[src/sv/ipv4rl_pkg.sv]
package ipv4rl_pkg;

  // Sizing defaults
  localparam int ROUTE_ENTRIES_DEF = 16;
  localparam int NUM_IFACES_DEF    = 4;
  localparam int CFG_REGS          = 4;
  localparam int CFG_ADDR_W        = 4;
  localparam int CFG_DATA_W        = 32;
  localparam int ENTRY_IDX_W       = 4;
  localparam int QUEUE_DEPTH       = 2;

  // Header field codes
  localparam logic [7:0] PROTO_ICMP = 8'd1;
  localparam logic [7:0] PROTO_TCP  = 8'd6;
  localparam logic [7:0] PROTO_UDP  = 8'd17;
  localparam logic [7:0] TTL_EXPIRE = 8'd1;

  // ICMP answer codes
  localparam logic [7:0] ICMP_TYPE_TIMEX   = 8'd11;
  localparam logic [7:0] ICMP_TYPE_ECHO_RP = 8'd0;
  localparam logic [7:0] ICMP_TYPE_UNREACH = 8'd3;
  localparam logic [7:0] ICMP_CODE_PORT    = 8'd3;
  localparam logic [7:0] ICMP_CODE_NONE    = 8'd0;

  typedef enum logic [2:0] {
    ACT_WRITE  = 3'd0,
    ACT_FWD    = 3'd1,
    ACT_TIMEX  = 3'd2,
    ACT_ECHO   = 3'd3,
    ACT_PORTUN = 3'd4,
    ACT_DROP   = 3'd5
  } action_t;

  typedef logic [31:0] ip_addr_t;
  typedef logic [CFG_REGS-1:0][CFG_DATA_W-1:0] iface_tab_t;

  typedef struct packed {
    ip_addr_t    dest;
    ip_addr_t    mask;
    ip_addr_t    gateway;
    logic [1:0]  port;
  } route_ent_t;

  // One classified word waiting between front and back
  typedef struct packed {
    action_t                 act;
    ip_addr_t                addr;
    logic [7:0]              ttl;
    logic [ENTRY_IDX_W-1:0]  wr_idx;
    logic                    wr_valid;
    route_ent_t              ent;
  } q_item_t;

  typedef struct packed {
    action_t     action;
    ip_addr_t    hop_addr;
    logic [1:0]  out_iface;
    logic [7:0]  ttl_out;
    logic [7:0]  msg_type;
    logic [7:0]  msg_code;
    ip_addr_t    reply_src_ip;
  } result_t;

  typedef struct packed {
    logic full;
    logic empty;
  } q_stat_t;

  typedef enum logic [1:0] {
    ST_IDLE,
    ST_SCAN,
    ST_EMIT
  } back_state_t;

endpackage

[src/sv/ipv4rl_cfg.sv]
module ipv4rl_cfg (
  input  logic                                clk,
  input  logic                                rst_n,
  input  logic                                psel,
  input  logic                                penable,
  input  logic                                pwrite,
  input  logic [ipv4rl_pkg::CFG_ADDR_W-1:0]   paddr,
  input  logic [ipv4rl_pkg::CFG_DATA_W-1:0]   pwdata,
  output logic [ipv4rl_pkg::CFG_DATA_W-1:0]   prdata,
  output logic                                pready,
  output ipv4rl_pkg::iface_tab_t              iface_ip
);

  ipv4rl_pkg::iface_tab_t iface_r;
  logic [1:0]             reg_idx;
  logic                   wr_en;

  // Decode the word address
  assign reg_idx = paddr[ipv4rl_pkg::CFG_ADDR_W-1:2];
  assign wr_en   = psel && penable && pwrite;
  assign pready  = 1'b1;
  assign prdata  = iface_r[reg_idx];
  assign iface_ip = iface_r;

  // Store interface addresses
  always_ff @(posedge clk) begin
    if (!rst_n) begin
      iface_r <= '0;
    end else if (wr_en) begin
      iface_r[reg_idx] <= pwdata;
    end
  end

endmodule

[src/sv/ipv4rl_front.sv]
module ipv4rl_front #(
  parameter int NUM_IFACES = ipv4rl_pkg::NUM_IFACES_DEF
) (
  input  logic                                  in_req_type,
  input  logic [ipv4rl_pkg::ENTRY_IDX_W-1:0]    in_entry_index,
  input  logic                                  in_entry_valid,
  input  logic [31:0]                           in_entry_dest,
  input  logic [31:0]                           in_entry_mask,
  input  logic [31:0]                           in_entry_gateway,
  input  logic [1:0]                            in_entry_iface,
  input  logic [31:0]                           in_dst_ip,
  input  logic [31:0]                           in_src_ip,
  input  logic [7:0]                            in_ttl_in,
  input  logic [7:0]                            in_protocol,
  input  logic                                  in_echo_request_ok,
  input  ipv4rl_pkg::iface_tab_t                iface_ip,
  output ipv4rl_pkg::q_item_t                   item
);

  logic to_router;

  // Match destination against the active router interfaces
  always_comb begin
    to_router = 1'b0;
    for (int k = 0; k < ipv4rl_pkg::CFG_REGS; k++) begin
      if (k < NUM_IFACES && iface_ip[k] == in_dst_ip) begin
        to_router = 1'b1;
      end
    end
  end

  // Classify the word and pick the address to route on
  always_comb begin
    item              = '0;
    item.wr_idx       = in_entry_index;
    item.wr_valid     = in_entry_valid;
    item.ent.dest     = in_entry_dest;
    item.ent.mask     = in_entry_mask;
    item.ent.gateway  = in_entry_gateway;
    item.ent.port     = in_entry_iface;
    item.addr         = in_src_ip;
    item.ttl          = '0;
    priority if (in_req_type) begin
      item.act = ipv4rl_pkg::ACT_WRITE;
    end else if (!to_router) begin
      if (in_ttl_in <= ipv4rl_pkg::TTL_EXPIRE) begin
        item.act = ipv4rl_pkg::ACT_TIMEX;
      end else begin
        item.act  = ipv4rl_pkg::ACT_FWD;
        item.addr = in_dst_ip;
        item.ttl  = in_ttl_in - 8'd1;
      end
    end else if (in_protocol == ipv4rl_pkg::PROTO_ICMP) begin
      item.act = in_echo_request_ok ? ipv4rl_pkg::ACT_ECHO : ipv4rl_pkg::ACT_DROP;
    end else if (in_protocol == ipv4rl_pkg::PROTO_TCP ||
                 in_protocol == ipv4rl_pkg::PROTO_UDP) begin
      item.act = ipv4rl_pkg::ACT_PORTUN;
    end else begin
      item.act = ipv4rl_pkg::ACT_DROP;
    end
  end

endmodule

[src/sv/ipv4rl_fifo.sv]
module ipv4rl_fifo #(
  parameter int DEPTH = ipv4rl_pkg::QUEUE_DEPTH
) (
  input  logic                 clk,
  input  logic                 rst_n,
  input  logic                 push,
  input  ipv4rl_pkg::q_item_t  push_item,
  input  logic                 pop,
  output ipv4rl_pkg::q_item_t  head,
  output ipv4rl_pkg::q_stat_t  stat
);

  localparam int PTR_W = (DEPTH > 1) ? $clog2(DEPTH) : 1;
  localparam int CNT_W = $clog2(DEPTH + 1);

  ipv4rl_pkg::q_item_t slot_r [DEPTH];
  logic [PTR_W-1:0]    wr_ptr_r, wr_ptr_nxt;
  logic [PTR_W-1:0]    rd_ptr_r, rd_ptr_nxt;
  logic [CNT_W-1:0]    count_r, count_nxt;
  logic                do_push, do_pop;

  assign stat.full  = (count_r == CNT_W'(DEPTH));
  assign stat.empty = (count_r == '0);
  assign do_push    = push && !stat.full;
  assign do_pop     = pop && !stat.empty;
  assign head       = slot_r[rd_ptr_r];

  // Advance pointers and fill count
  always_comb begin
    wr_ptr_nxt = wr_ptr_r;
    rd_ptr_nxt = rd_ptr_r;
    count_nxt  = count_r;
    if (do_push) begin
      wr_ptr_nxt = (wr_ptr_r == PTR_W'(DEPTH - 1)) ? '0 : wr_ptr_r + 1'b1;
    end
    if (do_pop) begin
      rd_ptr_nxt = (rd_ptr_r == PTR_W'(DEPTH - 1)) ? '0 : rd_ptr_r + 1'b1;
    end
    if (do_push && !do_pop) begin
      count_nxt = count_r + 1'b1;
    end else if (do_pop && !do_push) begin
      count_nxt = count_r - 1'b1;
    end
  end

  always_ff @(posedge clk) begin
    if (!rst_n) begin
      wr_ptr_r <= '0;
      rd_ptr_r <= '0;
      count_r  <= '0;
    end else begin
      wr_ptr_r <= wr_ptr_nxt;
      rd_ptr_r <= rd_ptr_nxt;
      count_r  <= count_nxt;
    end
  end

  // Store the pushed word
  always_ff @(posedge clk) begin
    if (do_push) begin
      slot_r[wr_ptr_r] <= push_item;
    end
  end

  a_count_bound: assert property (@(posedge clk) disable iff (!rst_n)
    count_r <= CNT_W'(DEPTH))
    else $error("queue fill count above depth");

endmodule

[src/sv/ipv4rl_back.sv]
module ipv4rl_back #(
  parameter int ROUTE_ENTRIES = ipv4rl_pkg::ROUTE_ENTRIES_DEF,
  parameter int NUM_IFACES    = ipv4rl_pkg::NUM_IFACES_DEF
) (
  input  logic                    clk,
  input  logic                    rst_n,
  input  ipv4rl_pkg::q_item_t     head,
  input  ipv4rl_pkg::q_stat_t     q_stat,
  output logic                    pop,
  input  ipv4rl_pkg::iface_tab_t  iface_ip,
  input  logic                    out_ready,
  output logic                    out_valid,
  output ipv4rl_pkg::result_t     out_res
);

  localparam int IDX_W = (ROUTE_ENTRIES > 1) ? $clog2(ROUTE_ENTRIES) : 1;
  localparam int CNT_W = $clog2(ROUTE_ENTRIES + 1);

  ipv4rl_pkg::back_state_t state_r, state_nxt;
  ipv4rl_pkg::q_item_t     cur_r, cur_nxt;
  logic [CNT_W-1:0]        scan_cnt_r, scan_cnt_nxt;
  logic                    chk_vld_r, chk_vld_nxt;
  logic [IDX_W-1:0]        chk_idx_r, chk_idx_nxt;
  logic                    best_found_r, best_found_nxt;
  logic [31:0]             best_mask_r, best_mask_nxt;
  logic [31:0]             best_gw_r, best_gw_nxt;
  logic [1:0]              best_port_r, best_port_nxt;
  ipv4rl_pkg::result_t     res_r, res_nxt;
  logic                    out_valid_r, out_valid_nxt;
  ipv4rl_pkg::result_t     out_res_r, out_res_nxt;
  logic [ROUTE_ENTRIES-1:0] valid_r;

  ipv4rl_pkg::route_ent_t  tab_mem [ROUTE_ENTRIES];
  ipv4rl_pkg::route_ent_t  rd_data_r;

  logic                    rd_en, wr_en, wr_ok, out_load, out_free, hit, scan_end;
  logic [IDX_W-1:0]        rd_addr, wr_addr;
  ipv4rl_pkg::result_t     route_res;

  assign out_free = !out_valid_r || out_ready;
  assign wr_ok    = int'(head.wr_idx) < ROUTE_ENTRIES;
  assign wr_addr  = IDX_W'(head.wr_idx);
  assign rd_addr  = scan_cnt_r[IDX_W-1:0];
  assign scan_end = (scan_cnt_r == CNT_W'(ROUTE_ENTRIES));

  // Compare the entry read last cycle; later entries win a tie
  assign hit = chk_vld_r && valid_r[chk_idx_r]
            && ((cur_r.addr & rd_data_r.mask) == rd_data_r.dest)
            && (rd_data_r.mask >= best_mask_r);

  // Build the answer from the winning route
  always_comb begin
    route_res = '0;
    route_res.action = ipv4rl_pkg::ACT_DROP;
    if (best_found_r && int'(best_port_r) < NUM_IFACES) begin
      route_res.action       = cur_r.act;
      route_res.hop_addr     = (best_gw_r != '0) ? best_gw_r : cur_r.addr;
      route_res.out_iface    = best_port_r;
      route_res.reply_src_ip = iface_ip[best_port_r];
      unique case (cur_r.act)
        ipv4rl_pkg::ACT_FWD: begin
          route_res.ttl_out      = cur_r.ttl;
          route_res.reply_src_ip = '0;
        end
        ipv4rl_pkg::ACT_TIMEX: begin
          route_res.msg_type = ipv4rl_pkg::ICMP_TYPE_TIMEX;
          route_res.msg_code = ipv4rl_pkg::ICMP_CODE_NONE;
        end
        ipv4rl_pkg::ACT_ECHO: begin
          route_res.msg_type = ipv4rl_pkg::ICMP_TYPE_ECHO_RP;
          route_res.msg_code = ipv4rl_pkg::ICMP_CODE_NONE;
        end
        ipv4rl_pkg::ACT_PORTUN: begin
          route_res.msg_type = ipv4rl_pkg::ICMP_TYPE_UNREACH;
          route_res.msg_code = ipv4rl_pkg::ICMP_CODE_PORT;
        end
        default: begin
          route_res = '0;
          route_res.action = ipv4rl_pkg::ACT_DROP;
        end
      endcase
    end
  end

  // Sequence one word at a time: write, drop, or scan the table
  always_comb begin
    state_nxt      = state_r;
    cur_nxt        = cur_r;
    scan_cnt_nxt   = scan_cnt_r;
    chk_vld_nxt    = 1'b0;
    chk_idx_nxt    = chk_idx_r;
    best_found_nxt = best_found_r;
    best_mask_nxt  = best_mask_r;
    best_gw_nxt    = best_gw_r;
    best_port_nxt  = best_port_r;
    res_nxt        = res_r;
    pop            = 1'b0;
    rd_en          = 1'b0;
    wr_en          = 1'b0;
    out_load       = 1'b0;
    unique case (state_r)
      ipv4rl_pkg::ST_IDLE: begin
        if (!q_stat.empty) begin
          pop = 1'b1;
          priority if (head.act == ipv4rl_pkg::ACT_WRITE) begin
            wr_en          = wr_ok;
            res_nxt        = '0;
            res_nxt.action = ipv4rl_pkg::ACT_WRITE;
            state_nxt      = ipv4rl_pkg::ST_EMIT;
          end else if (head.act == ipv4rl_pkg::ACT_DROP) begin
            res_nxt        = '0;
            res_nxt.action = ipv4rl_pkg::ACT_DROP;
            state_nxt      = ipv4rl_pkg::ST_EMIT;
          end else begin
            cur_nxt        = head;
            scan_cnt_nxt   = '0;
            best_found_nxt = 1'b0;
            best_mask_nxt  = '0;
            state_nxt      = ipv4rl_pkg::ST_SCAN;
          end
        end
      end
      ipv4rl_pkg::ST_SCAN: begin
        if (!scan_end) begin
          rd_en        = 1'b1;
          chk_vld_nxt  = 1'b1;
          chk_idx_nxt  = scan_cnt_r[IDX_W-1:0];
          scan_cnt_nxt = scan_cnt_r + 1'b1;
        end else if (!chk_vld_r) begin
          res_nxt   = route_res;
          state_nxt = ipv4rl_pkg::ST_EMIT;
        end
        if (hit) begin
          best_found_nxt = 1'b1;
          best_mask_nxt  = rd_data_r.mask;
          best_gw_nxt    = rd_data_r.gateway;
          best_port_nxt  = rd_data_r.port;
        end
      end
      ipv4rl_pkg::ST_EMIT: begin
        if (out_free) begin
          out_load  = 1'b1;
          state_nxt = ipv4rl_pkg::ST_IDLE;
        end
      end
      default: begin
        state_nxt = ipv4rl_pkg::ST_IDLE;
      end
    endcase
  end

  // Hold the result until taken
  always_comb begin
    out_valid_nxt = out_valid_r;
    out_res_nxt   = out_res_r;
    if (out_load) begin
      out_valid_nxt = 1'b1;
      out_res_nxt   = res_r;
    end else if (out_ready) begin
      out_valid_nxt = 1'b0;
    end
  end

  assign out_valid = out_valid_r;
  assign out_res   = out_res_r;

  always_ff @(posedge clk) begin
    if (!rst_n) begin
      state_r     <= ipv4rl_pkg::ST_IDLE;
      chk_vld_r   <= 1'b0;
      scan_cnt_r  <= '0;
      out_valid_r <= 1'b0;
      valid_r     <= '0;
    end else begin
      state_r     <= state_nxt;
      chk_vld_r   <= chk_vld_nxt;
      scan_cnt_r  <= scan_cnt_nxt;
      out_valid_r <= out_valid_nxt;
      if (wr_en) begin
        valid_r[wr_addr] <= head.wr_valid;
      end
    end
  end

  always_ff @(posedge clk) begin
    cur_r        <= cur_nxt;
    chk_idx_r    <= chk_idx_nxt;
    best_found_r <= best_found_nxt;
    best_mask_r  <= best_mask_nxt;
    best_gw_r    <= best_gw_nxt;
    best_port_r  <= best_port_nxt;
    res_r        <= res_nxt;
    out_res_r    <= out_res_nxt;
  end

  // Route table memory: one write or one read per cycle
  always_ff @(posedge clk) begin
    if (wr_en) begin
      tab_mem[wr_addr] <= head.ent;
    end
    if (rd_en) begin
      rd_data_r <= tab_mem[rd_addr];
    end
  end

  a_chk_in_scan: assert property (@(posedge clk) disable iff (!rst_n)
    chk_vld_r |-> state_r == ipv4rl_pkg::ST_SCAN)
    else $error("table compare outside of a scan");

  a_scan_finish: assert property (@(posedge clk) disable iff (!rst_n)
    (state_r == ipv4rl_pkg::ST_SCAN && scan_end && !chk_vld_r)
      |=> state_r == ipv4rl_pkg::ST_EMIT)
    else $error("scan did not finish after the last entry");

  a_drop_clean: assert property (@(posedge clk) disable iff (!rst_n)
    (out_valid_r && out_res_r.action == ipv4rl_pkg::ACT_DROP)
      |-> (out_res_r.hop_addr == '0 && out_res_r.reply_src_ip == '0 &&
           out_res_r.ttl_out == '0))
    else $error("drop result carries route fields");

endmodule

[src/sv/ipv4_route_lookup_forward_decision.sv]
// IPv4 forwarding decision with a longest-prefix-match route table. A word
// on the input channel either writes one route slot (req_type 1) or looks up
// a packet header (req_type 0); every word gets exactly one result word, in
// order. Interface addresses are set over the APB port at 4*i. The front
// classifies each word at once and parks it in a two-word queue; the back
// takes one word at a time. A slot write or an early drop goes straight to
// the emit state in the back; a lookup scans the route memory one entry per
// cycle, and that scan sets the rate. The table's valid bits clear at reset;
// no clearing pass is needed.
module ipv4_route_lookup_forward_decision #(
  parameter int ROUTE_ENTRIES = ipv4rl_pkg::ROUTE_ENTRIES_DEF,
  parameter int NUM_IFACES    = ipv4rl_pkg::NUM_IFACES_DEF
) (
  input  logic                                clk,
  input  logic                                rst_n,
  // Input channel
  input  logic                                in_valid,
  output logic                                in_ready,
  input  logic                                in_req_type,
  input  logic [ipv4rl_pkg::ENTRY_IDX_W-1:0]  in_entry_index,
  input  logic                                in_entry_valid,
  input  logic [31:0]                         in_entry_dest,
  input  logic [31:0]                         in_entry_mask,
  input  logic [31:0]                         in_entry_gateway,
  input  logic [1:0]                          in_entry_iface,
  input  logic [31:0]                         in_dst_ip,
  input  logic [31:0]                         in_src_ip,
  input  logic [7:0]                          in_ttl_in,
  input  logic [7:0]                          in_protocol,
  input  logic                                in_echo_request_ok,
  // Result channel
  output logic                                out_valid,
  input  logic                                out_ready,
  output logic [2:0]                          out_action,
  output logic [31:0]                         out_hop_addr,
  output logic [1:0]                          out_out_iface,
  output logic [7:0]                          out_ttl_out,
  output logic [7:0]                          out_msg_type,
  output logic [7:0]                          out_msg_code,
  output logic [31:0]                         out_reply_src_ip,
  // Configuration port
  input  logic                                psel,
  input  logic                                penable,
  input  logic                                pwrite,
  input  logic [ipv4rl_pkg::CFG_ADDR_W-1:0]   paddr,
  input  logic [ipv4rl_pkg::CFG_DATA_W-1:0]   pwdata,
  output logic [ipv4rl_pkg::CFG_DATA_W-1:0]   prdata,
  output logic                                pready
);

  ipv4rl_pkg::iface_tab_t iface_ip;
  ipv4rl_pkg::q_item_t    front_item;
  ipv4rl_pkg::q_item_t    q_head;
  ipv4rl_pkg::q_stat_t    q_stat;
  ipv4rl_pkg::result_t    res;
  logic                   q_push, q_pop;

  ipv4rl_cfg u_cfg (
    .clk      (clk),
    .rst_n    (rst_n),
    .psel     (psel),
    .penable  (penable),
    .pwrite   (pwrite),
    .paddr    (paddr),
    .pwdata   (pwdata),
    .prdata   (prdata),
    .pready   (pready),
    .iface_ip (iface_ip)
  );

  ipv4rl_front #(
    .NUM_IFACES (NUM_IFACES)
  ) u_front (
    .in_req_type        (in_req_type),
    .in_entry_index     (in_entry_index),
    .in_entry_valid     (in_entry_valid),
    .in_entry_dest      (in_entry_dest),
    .in_entry_mask      (in_entry_mask),
    .in_entry_gateway   (in_entry_gateway),
    .in_entry_iface     (in_entry_iface),
    .in_dst_ip          (in_dst_ip),
    .in_src_ip          (in_src_ip),
    .in_ttl_in          (in_ttl_in),
    .in_protocol        (in_protocol),
    .in_echo_request_ok (in_echo_request_ok),
    .iface_ip           (iface_ip),
    .item               (front_item)
  );

  // Accept a word whenever the queue has room
  assign in_ready = !q_stat.full;
  assign q_push   = in_valid && in_ready;

  ipv4rl_fifo #(
    .DEPTH (ipv4rl_pkg::QUEUE_DEPTH)
  ) u_fifo (
    .clk       (clk),
    .rst_n     (rst_n),
    .push      (q_push),
    .push_item (front_item),
    .pop       (q_pop),
    .head      (q_head),
    .stat      (q_stat)
  );

  ipv4rl_back #(
    .ROUTE_ENTRIES (ROUTE_ENTRIES),
    .NUM_IFACES    (NUM_IFACES)
  ) u_back (
    .clk       (clk),
    .rst_n     (rst_n),
    .head      (q_head),
    .q_stat    (q_stat),
    .pop       (q_pop),
    .iface_ip  (iface_ip),
    .out_ready (out_ready),
    .out_valid (out_valid),
    .out_res   (res)
  );

  assign out_action       = res.action;
  assign out_hop_addr     = res.hop_addr;
  assign out_out_iface    = res.out_iface;
  assign out_ttl_out      = res.ttl_out;
  assign out_msg_type     = res.msg_type;
  assign out_msg_code     = res.msg_code;
  assign out_reply_src_ip = res.reply_src_ip;

endmodule

[config.mk]
export PLATFORM = sky130hd
export DESIGN_NAME = ipv4_route_lookup_forward_decision
export DESIGN_NICKNAME = d
export VERILOG_FILES = /design/src/sv/ipv4rl_pkg.sv /design/src/sv/ipv4rl_cfg.sv /design/src/sv/ipv4rl_front.sv /design/src/sv/ipv4rl_fifo.sv /design/src/sv/ipv4rl_back.sv /design/src/sv/ipv4_route_lookup_forward_decision.sv
export SDC_FILE = /design/constraint.sdc
export NUM_CORES = 2
export LEC_CHECK = 0
export BUFFER_PORTS_ARGS = -buffer_cell sky130_fd_sc_hd__buf_2
export CAP_MARGIN = 20
export CORE_MARGIN = 4
export CORE_UTILIZATION = 60
export DETAILED_ROUTE_END_ITERATION = 12
export GPL_TIMING_DRIVEN = 0
export PLACE_DENSITY = 0.75
export SYNTH_ARGS = -nofsm -noshare
export SYNTH_HDL_FRONTEND = slang
export SYNTH_SLANG_ARGS = --single-unit
[constraint.sdc]
create_clock -name clk -period 12.7 [get_ports clk]
set_input_delay 1.27 -clock clk [delete_from_list [all_inputs] [get_ports clk]]
set_output_delay 1.27 -clock clk [all_outputs]
set_load 0.01 [all_outputs]
Yosys cells after proc, flatten, opt, wreduce, memory -nomap -nowiden --
Memory sizes are Yosys's and may differ from the RTL's. A register that Yosys moved wholly into a read port is not among the register bits. Cells that the tools add are included.
Storage, ports and cells: register bits after elaboration 457, memory bits (writable) 1860, bits of input ports 228, output and inout bits 128, logic and storage cells 196, memories 2
Cells by class: add/sub/neg operators 6, $lt $le $gt $ge 8, eq/ne operators 26, muxes and demuxes 80, bitwise gates (word level) 5, reduce and logical (&&, ||, !) cells 35
Memories:
- u_back.tab_mem | depth 16, width 98, read ports 1, clocked after Yosys merged registers in 1, write ports 1, line ipv4rl_back.sv:33 | ipv4rl_pkg::route_ent_t tab_mem [ROUTE_ENTRIES];
- u_fifo.slot_r | depth 2, width 146, read ports 1, clocked after Yosys merged registers in 1, write ports 1, line ipv4rl_fifo.sv:16 | ipv4rl_pkg::q_item_t slot_r [DEPTH];
Operators with widths (count):
- $mux W93 | 6
- $mux W32 | 9
- $pmux W93 S2 | 1
- $eq A32 B32 Y1 | 5
- $bmux W32 S2 | 2
- $bwmux W128 | 1
- $mux W40 | 3
- $demux W32 S2 | 1
- $pmux W32 S2 | 1
- $mux W37 | 1
- $and A32 B32 Y32 | 1
- $ge A32 B32 Y1 | 1
- $reduce_bool A32 Y1 | 1
- $mux W1 | 30
- $pmux W12 S2 | 1
- $mux W5 | 4
- $mux W2 | 9
- $bwmux W16 | 1
- $reduce_and A5 Y1 | 3
- $logic_and A1 B1 Y1 | 12
- $mux W3 | 4
- $lt A4 B5 Y1 const B | 2
- $ne A2 B2 Y1 const B | 5
- $pmux W5 S2 | 1
- 35 further kinds | 55

Logic depth before layout (Yosys ltp) --
depth after elaboration 8, gate-level depth with buffers 11, gate-level depth less buffers 8

Cells and area by module --
A second synthesis with hierarchy kept.
Second synthesis, totals: cell total of the unflattened synthesis 4477, area, all modules 94047.7 um2
By module, submodules not included:
- ipv4rl_back | instances 1, cells an instance 3115, area each 74468.9 um2, sequential area each 58756.4 um2
- ipv4rl_fifo | instances 1, cells an instance 479, area each 10761.6 um2, sequential area each 8868.5 um2
- ipv4rl_cfg | instances 1, cells an instance 496, area each 5560.3 um2, sequential area each 2562.5 um2
- ipv4rl_front | instances 1, cells an instance 385, area each 3246.9 um2, sequential area each 0.0 um2
- ipv4_route_lookup_forward_decision | instances 1, cells an instance 2, area each 10.0 um2, sequential area each 0.0 um2

Worst setup path before layout --
Ideal clock, no wire load.
path type register -> register, from reg u_back.scan_cnt_r[1], to reg u_back.res_r[0] (netlist bit), enable pin, setup time 619 ps, arrival time 8650 ps, required time 12081 ps, path slack 3431 ps, cell stages (with the launch flop) 9, buffers on the path 3, clock period less this slack 9269 ps, cell sequence dfxtp_1 buf_2 clkbuf_1 clkbuf_1 inv_1 ha_1 nand4bb_1 and2_1 nor3_1
On the way: cells in the longest elaborated chain, start to end 3
Ends and longest elaborated chain:
- from (decl) | line ipv4rl_back.sv:21 | logic [CNT_W-1:0] scan_cnt_r, scan_cnt_nxt;
- from (signal assigned) | line ipv4rl_back.sv:177 | scan_cnt_r <= scan_cnt_nxt;
- $eq A5 B5 Y1 | line ipv4rl_back.sv:44 | assign scan_end = (scan_cnt_r == CNT_W'(ROUTE_ENTRIES));
- $ne A2 B1 Y1 (no source line)
- $reduce_and A5 Y1 (no source line)
- to (signal assigned) | line ipv4rl_back.sv:192 | res_r <= res_nxt;
- to (decl) | line ipv4rl_back.sv:28 | ipv4rl_pkg::result_t res_r, res_nxt;
No other way between the ends. A chain may end at the register's enable or synchronous reset.

Final worst setup path --
from reg u_back.scan_cnt_r[1], to reg u_back.res_r[13] (netlist bit), enable pin
The elaborated chain is that of the path after synthesis.

==> results.json <==
{
  "dp_cells": 6982,
  "tightest_slew_ns": 1.22,
  "cp.arrival_ns": 5.14,
  "cp_cell_sequence": "buf_2 -> clkbuf_1 -> clkbuf_1 -> inv_1 -> ha_1 -> nand4bb_1 -> and2_4 -> nor3_2 -> buf_6 -> buf_6 -> buf_6",
  "period_needed_ns": 4.55,
  "cp-end-kind": "flip-flop",
  "grt_max_degree": 66,
  "clkSinkCount": 2390,
  "routed_wl_microns": 246000,
  "dieArea_sq_mm": 0.161,
  "p_comb_share_pct": 16.0,
  "cts_tree": "built",
  "total_power_mw": 19.6,
  "hold_violations": 0,
  "cts.clk_slew.worst_paths_ns": 0.07,
  "dp_hpwl_microns": 158000,
  "p_clk_share_pct": 32.6,
  "max_slew_margin_pct": 18.4,
  "htree_levels": 4,
  "fin_skew_ns": 0.0317,
  "hp-class": "flip-flop to flip-flop",
  "p_leak_nw": 34.4,
  "setup_viol": 0,
  "irDropWorstVdd_uv": 166,
  "areaGrowthSynthToFinish_pct": 14.7,
  "criticalPathCategory": "flip-flop to flip-flop",
  "cp_common_cell": "buf_6",
  "holdBufCountCts": 0,
  "power_frac_seq_pct": 51.4,
  "postCtsResizedCells": 0,
  "rsz0062_at_grt": "false",
  "period_share_pct": 35.9,
  "final_area_sq_mm": 0.106,
  "p_sw_mw": 5.15,
  "routedWlPerCell_microns": 33.3,
  "synth.largest_area_cell": "edfxtp_1",
  "outcome": "finished, final reports clean",
  "firstDrtPassIters": 6,
  "grt_overflow": 0,
  "nets": 5439,
  "fin_ws_ns": 8.15,
  "start_util_pct": 60.3,
  "place_ws_ns": 8.28,
  "synth_cell_types": 57,
  "synth_area_leaders": "edfxtp_1, mux4_2, dfxtp_1",
  "syn_area_sq_mm": 0.0928,
  "place.port_buffers": 308,
  "max_freq_ghz": 0.220,
  "synth_ff_type": "edfxtp_1",
  "track_usage_pct": 30.9,
  "vias_per_cell": 6.49,
  "route.detailed.drc": 0,
  "synth_commonest_cells": "edfxtp_1, mux4_2, nand2_1",
  "swShare_pct": 26.3,
  "core_sq_mm": 0.154,
  "finalNonFillerCells": 7401,
  "io_pins": 356,
  "grt_antenna_before_repair": 9,
  "synth_enable_flop_cells": 2232,
  "maxSlewViolCount": 0,
  "powerDensity_mw_per_mm2": 184,
  "cap_viol_max_count": 0,
  "cts_inserted_buffers": 220,
  "yosysMostFrequentCell": "edfxtp_1",
  "setup_tns_ns": 0,
  "rows": 144,
  "synth_cells": 4510,
  "vias": 48000,
  "grt_first_pass_wirelength_microns": 353000,
  "postRouteAntennaNets": 0,
  "root_buffer": "clkbuf_16",
  "drive_gt1_share_pct": 30.1,
  "internal_power_mw": 14.5,
  "globalplace.congestion": 0.981,
  "grt_pass1_vias": 48400,
  "die_w_microns": 401,
  "dpl-instance-area_sq_mm": 0.0994,
  "cts_setup_buffers": 0,
  "path_buf_inv": 7,
  "startpoint_type": "flip-flop",
  "die_h_microns": 401,
  "crit_path_max_fanout": 40,
  "async_flop_share_pct": 0,
  "path_delay_family": "buffers and inverters",
  "slowest_delay_ns": 0.76,
  "synth_area_per_cell_sq_um": 20.6,
  "clock_latency_ns": 0.86,
  "crit_required_ns": 13.29,
  "critPathSlowestCell": "clkbuf_1",
  "cts_max_path_buffers": 3,
  "drtIter0Drc": 6769,
  "yosysWarnings": 0,
  "ys_seq_elements": 2390,
  "synth_top_area_share_pct": 72.2,
  "yosysSeqAreaShare_pct": 75.6
}
## cell type report
class	count	area [sq um]
clock inverter	115	1020
buffer	256	1170
timing repair buffer	432	3980
clock buffer	282	5860
antenna	8	20.0
tap	2044	2560
inverter	49	184
multi-input combinational	1825	21500
fill	9089	47400
sequential	2390	70200
## metrics by stage
| stage | utilization, % | hold WS [ns] |
|---|---|---|
| 3_5_place_dp | 64.6 | 0.405 |
| 3_3_place_gp | 63.0 | 0.401 |
| 5_1_grt | 69.2 | 0.424 |
| 4_1_cts | 69.1 | 0.406 |
| 2_1_floorplan | - | 0.400 |
| 6_report | 69.2 | 0.401 |
## metal layers
metal,share of wire [%],global-route usage [%],wire [microns],up-vias
li1,-,-,-,19500
met1,36,41.8,88200,24700
met2,48,49.1,119000,3255
met3,10,6.12,25200,566
met4,5.6,15.0,13700,4
met5,0.0097,0,24,-
## worst paths after layout
check                                           from                 end  slack, ns  cells past startpoint
worst max-delay path            u_back.scan_cnt_r[1]    u_back.res_r[13]       8.15                     11
worst min-delay path                u_back.res_r[17]  u_back.out_res[17]       0.40                      0
worst max register to register  u_back.scan_cnt_r[1]    u_back.res_r[13]       8.15                     11
worst min register to register      u_back.res_r[17]  u_back.out_res[17]       0.40                      0
## cell families after synthesis
group,count (synthesis),share of synthesized area (%)
XOR/XNOR,175,1.65
flip-flops,2390,75.6
multiplexers,733,15.8
other,2,0.00809
buffers and inverters,305,1.46
adder cells (fa/ha/maj),37,0.499
AO/OA/AOI/OAI,236,1.76
AND/OR/NAND/NOR,632,3.20
## sequential cells by signal, indices dropped and copies added (netlist names), 32 cells and up, named ones only
register            flops
u_back.best_gw_r       32
u_back.best_mask_r     32
u_back.tab_mem       1568
u_back.rd_data_r       98
u_back.res_r           80
u_fifo.slot_r         292
u_back.cur_r           43
u_cfg.iface_ip        128
u_back.out_res         80
## layout by cell type (no fill, tap or decap), drive strengths merged, types with 10 or more instances in the layout
master	synthesis	routed
buf	121	552
conb	2	12
a21o	10	10
xor2	166	166
nor4	47	47
nor2	88	88
nand2	320	320
bufinv	0	14
nor3	16	16
nand4	23	23
ha	37	37
a21boi	140	140
nand3	11	11
clkinv	0	86
clkbuf	135	418
a21oi	46	46
nor2b	39	39
dfxtp	158	158
o21ai	18	18
mux2	171	171
inv	49	56
edfxtp	2232	2232
and2	53	53
mux4	559	559
## power by group through the flow
stage               logic, mW  clock network [mW]  registers (mW)
detailed placement       3.08                   0            10.2
global route             3.33                6.80            10.1
floorplan                1.89                   0            10.1
global placement         2.84                   0            10.4
finish                   3.13                6.39            10.1
CTS                      3.13                6.44            10.1
(Power assumes the default switching activity.)
